$ cat src/hdl/mpbm_pkg.sv
// ----------------------------------------------------------------------------
// Masked multi-pattern byte matcher package
// Shared item types, operation codes, status codes and state encoding.
// ----------------------------------------------------------------------------
`default_nettype none

package mpbm_pkg;

  // Operation codes of an input item. Code 3 is unused and is dropped.
  typedef enum logic [1:0] {
    OP_WRITE_TOKEN = 2'd0,
    OP_SET_LENGTH  = 2'd1,
    OP_SCAN        = 2'd2
  } op_e;

  // Result status codes.
  localparam logic STATUS_HIT  = 1'b0;
  localparam logic STATUS_NONE = 1'b1;

  // ASCII case folding.
  localparam logic [7:0] CHAR_UPPER_A = 8'h41;
  localparam logic [7:0] CHAR_UPPER_Z = 8'h5A;
  localparam logic [7:0] CASE_OFFSET  = 8'h20;

  // Control sequencer states.
  typedef enum logic [1:0] {
    ST_IDLE,
    ST_EVAL,
    ST_EMIT
  } state_e;

  // One input item.
  typedef struct packed {
    logic [1:0]  operation;
    logic [2:0]  pattern_index;
    logic [4:0]  token_position;
    logic [7:0]  token_low;
    logic [7:0]  token_span;
    logic [7:0]  token_mask;
    logic [5:0]  pattern_length;
    logic [7:0]  data_byte;
    logic [63:0] byte_position;
  } req_t;

  // One result item.
  typedef struct packed {
    logic        status;
    logic [2:0]  hit_pattern;
    logic [63:0] match_start;
    logic        last;
  } res_t;

  // One stored token entry.
  typedef struct packed {
    logic [7:0] low;
    logic [7:0] span;
    logic [7:0] mask;
  } token_t;

endpackage

`default_nettype wire

$ cat src/hdl/mpbm_token_bank.sv
// ----------------------------------------------------------------------------
// Token bank of one pattern
// Synchronous token memory with a registered read and the token compare.
// ----------------------------------------------------------------------------
`default_nettype none

module mpbm_token_bank #(
  parameter int unsigned MAX_TOKENS = 32,
  localparam int unsigned AW = (MAX_TOKENS > 1) ? $clog2(MAX_TOKENS) : 1
) (
  input  logic             clk_i,
  input  logic             wr_en_i,
  input  logic [AW-1:0]    wr_addr_i,
  input  mpbm_pkg::token_t wr_token_i,
  input  logic             rd_en_i,
  input  logic [AW-1:0]    rd_addr_i,
  input  logic [7:0]       byte_i,
  output logic             match_o
);
  import mpbm_pkg::*;

  token_t     mem [MAX_TOKENS];
  token_t     rd_q;
  logic [7:0] hi;

  // Token memory: one write port, one registered read port.
  always_ff @(posedge clk_i) begin
    if (wr_en_i) begin
      mem[wr_addr_i] <= wr_token_i;
    end
    if (rd_en_i) begin
      rd_q <= mem[rd_addr_i];
    end
  end

  // A nonzero span selects an inclusive range whose upper bound wraps in
  // 8 bits; a wrapped bound below low matches nothing. Otherwise compare
  // the masked literal.
  always_comb begin
    hi = rd_q.low + rd_q.span;
    if (rd_q.span != 8'd0) begin
      match_o = (byte_i >= rd_q.low) && (byte_i <= hi);
    end else begin
      match_o = ((byte_i & rd_q.mask) == (rd_q.low & rd_q.mask));
    end
  end

endmodule

`default_nettype wire

$ cat config.mk
export PLATFORM = sky130hd
export DESIGN_NAME = mpbm_token_bank
export DESIGN_NICKNAME = d
export VERILOG_FILES = /design/src/hdl/mpbm_pkg.sv /design/src/hdl/mpbm_token_bank.sv
export SDC_FILE = /design/constraint.sdc
export NUM_CORES = 1
export LEC_CHECK = 0
export BUFFER_PORTS_ARGS = -buffer_cell sky130_fd_sc_hd__clkbuf_2
export CAP_MARGIN = 20
export CORE_ASPECT_RATIO = 1.75
export CORE_MARGIN = 2
export CORE_UTILIZATION = 50
export CTS_CLUSTER_DIAMETER = 150
export DETAILED_ROUTE_END_ITERATION = 7
export GPL_TIMING_DRIVEN = 0
export MAX_ROUTING_LAYER = met4
export PLACE_DENSITY_LB_ADDON = 0.08
export SYNTH_ARGS = -nofsm -noshare
export SYNTH_HDL_FRONTEND = slang
export SYNTH_SLANG_ARGS = --single-unit
export TNS_END_PERCENT = 50
$ cat constraint.sdc
create_clock -name clk_i -period 2.9 [get_ports clk_i]
set_clock_uncertainty 0.1 [all_clocks]
set_input_delay 0.435 -clock clk_i [delete_from_list [all_inputs] [get_ports clk_i]]
set_output_delay 0.435 -clock clk_i [all_outputs]
set_load 0.03 [all_outputs]
==> results.md <==
* RSZ-0062 raised after global routing: true
* Post-synthesis xor/xnor area fraction at 0.003994
* Mapped cell area at 0.03070 mm2
* Post-synthesis adder-cell area fraction at 0.01003
* Die ar. at 0.06347 mm2
* Yosys reg bits at 792
* Mapped Avg Cell Area at 24.42 um2
* Data required, critical path at 2.37 ns
* Sequential Area at 0.02378 mm2
* Sink Count at 792
* Initial DRC Count at 1439
* Power per Cell Area at 654.2 mW/mm2
* Critical Path End: match_o
* Fin Hold WS at 0.3517 ns
* Mux cell area share after synthesis at 0.1849
* I/O Pins at 46
* Highest Signal Layer: met4
* Worst-Margin Slew at 1.074 ns
* Met2 routed WL at 41430 um
* Width of the die at 191.3 um
* Most frequent cell after synthesis: edfxtp_1
* Synth area leaders: edfxtp_1 (77%), mux4_2 (18%), ha_1 (0.94%)
* Period utilisation layout at 1.418
* P_leak at 0.01089 uW
* Die Ht at 331.8 um
* CP startpoint: rd_q[18]
* Design area at 0.03503 mm2
* Worst reg2reg path depth at 3
* DP Area at 0.03296 mm2
* Most common flop cell mapped by yosys: edfxtp_1
* Syn Inst Count at 1257
* Max-cap violations at 0
* Yosys top cell by area: edfxtp_1
* Post-synth EDFFs at 792
* CTS Buf Count at 71
* Post-synthesis simple-gate area fraction at 0.009823
* Initial antenna violation count at 3
* Async S/R FF share, synth at 0
* CTS tree: done
* Worst-skew pair later-pin latency at 0.61 ns
* Final Wtd Congestion at 0.7903
* Post-route ant nets at 0
* Critical path endpoint category: output port
* Area taken by multi-input logic gates at 0.006904 mm2
* Crit Reg-Reg Endpoint: rd_q[15]
* Share of post-route cells with drive strength above 1 at 0.3379
* Power Total at 22920 uW
* Largest net degree at the start of global routing at 33
* DP Wirelength at 48280 um
* Tot GR Track Use at 0.2490
* Met3 wire len at 3903 um
* Synth warnings at 0
* M1 wire length at 25650 um
* Area Overhead vs Synth at 14.11%
* Core box area at 0.06096 mm2
* Worst slew margin at 0.2841
* Reg-to-Reg Start: mem[31][15]
* Longest Clk Path Bufs at 3
* # DRC at 0
* Syn_nets at 1326
* Synth Area in Compound Gates at 0.006644
* Peak VDD IR at 503.7 uV
* Htree depth at 3
* Hold bufs inserted after CTS at 0
* Violated checks: negative setup slack
* Vias at 13660
* Port-buffer cells at 40
* Post-synth cell types at 36
* Min cycle time layout at 4.113 ns
* Row count at 120
* Status: finished with violations
* Post-detailed-routing wire length at 73820 um
* First-pass GRT wire length at 104500 um
* Initial Utilization at 0.5036
* Final Hold Viols at 0
* Vias in the first global route at 14750
* Worst-path clk slew at 0.06 ns
* Setup slack, reg-to-reg at 0.73 ns
* Gr ovfl total at 0
* Final nets at 1475
* Routed wire per std cell at 32.90 um
* Main combinational cell family by area after synthesis: multiplexers
* Hold Path Class: input pin to flop
* DRT Pass-1 Iters at 5
* Synth top area share at 0.7747
* Share of the yosys chip area belonging to registers at 0.7747
* Worst Path Max Fanout at 3
* WP data arrival at 3.58 ns
* Fillers at 4511
* Final Max Slew Viols at 0
* Startpoint Class: flop
* # setup viols final at 1
* Synth cell count leaders: edfxtp_1 (792), mux4_2 (240), nor2_1 (34)
* Via density per instance at 6.089
* Type of the worst setup path: flop to output port
* Root buffer cell: clkbuf_16
* Final worst slack at -1.213 ns
* F_max at 0.2431 GHz
## kinds of logic (layout without fill, tap and decap cells)
logic type | Yosys count | count (layout)
AO/OA/AOI/OAI | 31 | 31
XOR/XNOR | 14 | 14
adder cells (fa/ha/maj) | 24 | 24
buffers and inverters | 70 | 263
flip-flops | 792 | 792
multiplexers | 264 | 264
other | 0 | 1
AND/OR/NAND/NOR | 62 | 62
## through the flow
step                std cells  setup slack (ns)  TNS, ns  utilization
detailed placement       2125           -0.9386   -13.43       0.5407
CTS                      2243            -1.242   -1.242       0.5744
global placement         2090            -1.436  -832.03       0.5233
finish                   2244            -1.213   -1.213       0.5747
global route             2244            -1.427   -1.427       0.5747
floorplan                1257           -0.4388  -0.4388            -
## what timing repair did
action | 4_1_cts | 5_1_grt
buffers inserted | 1 | 0
pin swaps | 6 | 2
resized for setup | 12 | 6
setup endpoints to repair | 1 | 2
## power breakdown
group          switching, uW  total, uW  leakage (uW)  internal (uW)
sequential              50.8      12800       0.00715          12800
combinational            907       1560       0.00276            650
clock                   3930       8530      0.000977           4600
total                   4890      22900        0.0109          18000
## registers in the layout, indices dropped and copies added, names as in the netlist
signal / cells
mem: 768
rd_q: 24
## layer usage
metal / track usage / up-vias
met4: 0.09918 / 0
met5: - / -
li1: - / 5711
met1: 0.2802 / 7405
met3: 0.03920 / 114
met2: 0.4406 / 434
## placed cells by master, fill, tap and decap left out, types with 8 or more instances in the layout
master,Yosys,final
nor2_4,0,32
edfxtp_1,792,792
clkinv_1,0,12
clkbuf_2,0,40
clkinv_2,0,8
buf_12,0,14
ha_1,23,22
buf_2,21,21
buf_16,0,18
buf_1,9,9
mux4_2,240,240
xor2_1,11,11
clkbuf_1,25,47
mux2_2,24,24
a21oi_1,10,9
clkbuf_16,0,73
inv_1,13,12
## critical path, stage by stage (launching register included)
cell and delay, ns:
edfxtp_1 0.43, ha_1 0.35, nor2b_1 0.15, o21a_1 0.22
o21ai_2 0.18, a21oi_1 0.09, a2111oi_2 0.34, ha_1 0.30
nand4_1 0.18, nand2b_4 0.16, a21oi_1 0.05, a211o_1 0.27
o21ai_4 0.15, buf_8 0.14
## cell type report
type	instances	share of cell area
clock inverters	21	0.002643
diodes	1	0.00007143
repair buffers	76	0.02965
clock buffers	96	0.05461
plain buffers	57	0.007322
flip-flops and latches	792	0.6789
multi-input cells	395	0.1971
inverters	13	0.001393
well taps	793	0.02832
## how the worst min path moves through the flow
| stage | cells after the start | slack [ns] | from | endpoint |
|---|---|---|---|---|
| after global placement | 3 | 0.87 | mem[2][4] | rd_q[4] |
| after floorplan | 0 | 0.43 | wr_token_i[0] | mem[0][0] |
| after CTS | 2 | 0.32 | rd_addr_i[2] | rd_q[1] |
| after detailed placement | 3 | 0.89 | mem[14][5] | rd_q[5] |
| final | 2 | 0.35 | rd_addr_i[2] | rd_q[1] |
| after global routing | 2 | 0.35 | rd_addr_i[2] | rd_q[2] |
Note: power is estimated with default switching activity, not from simulation.
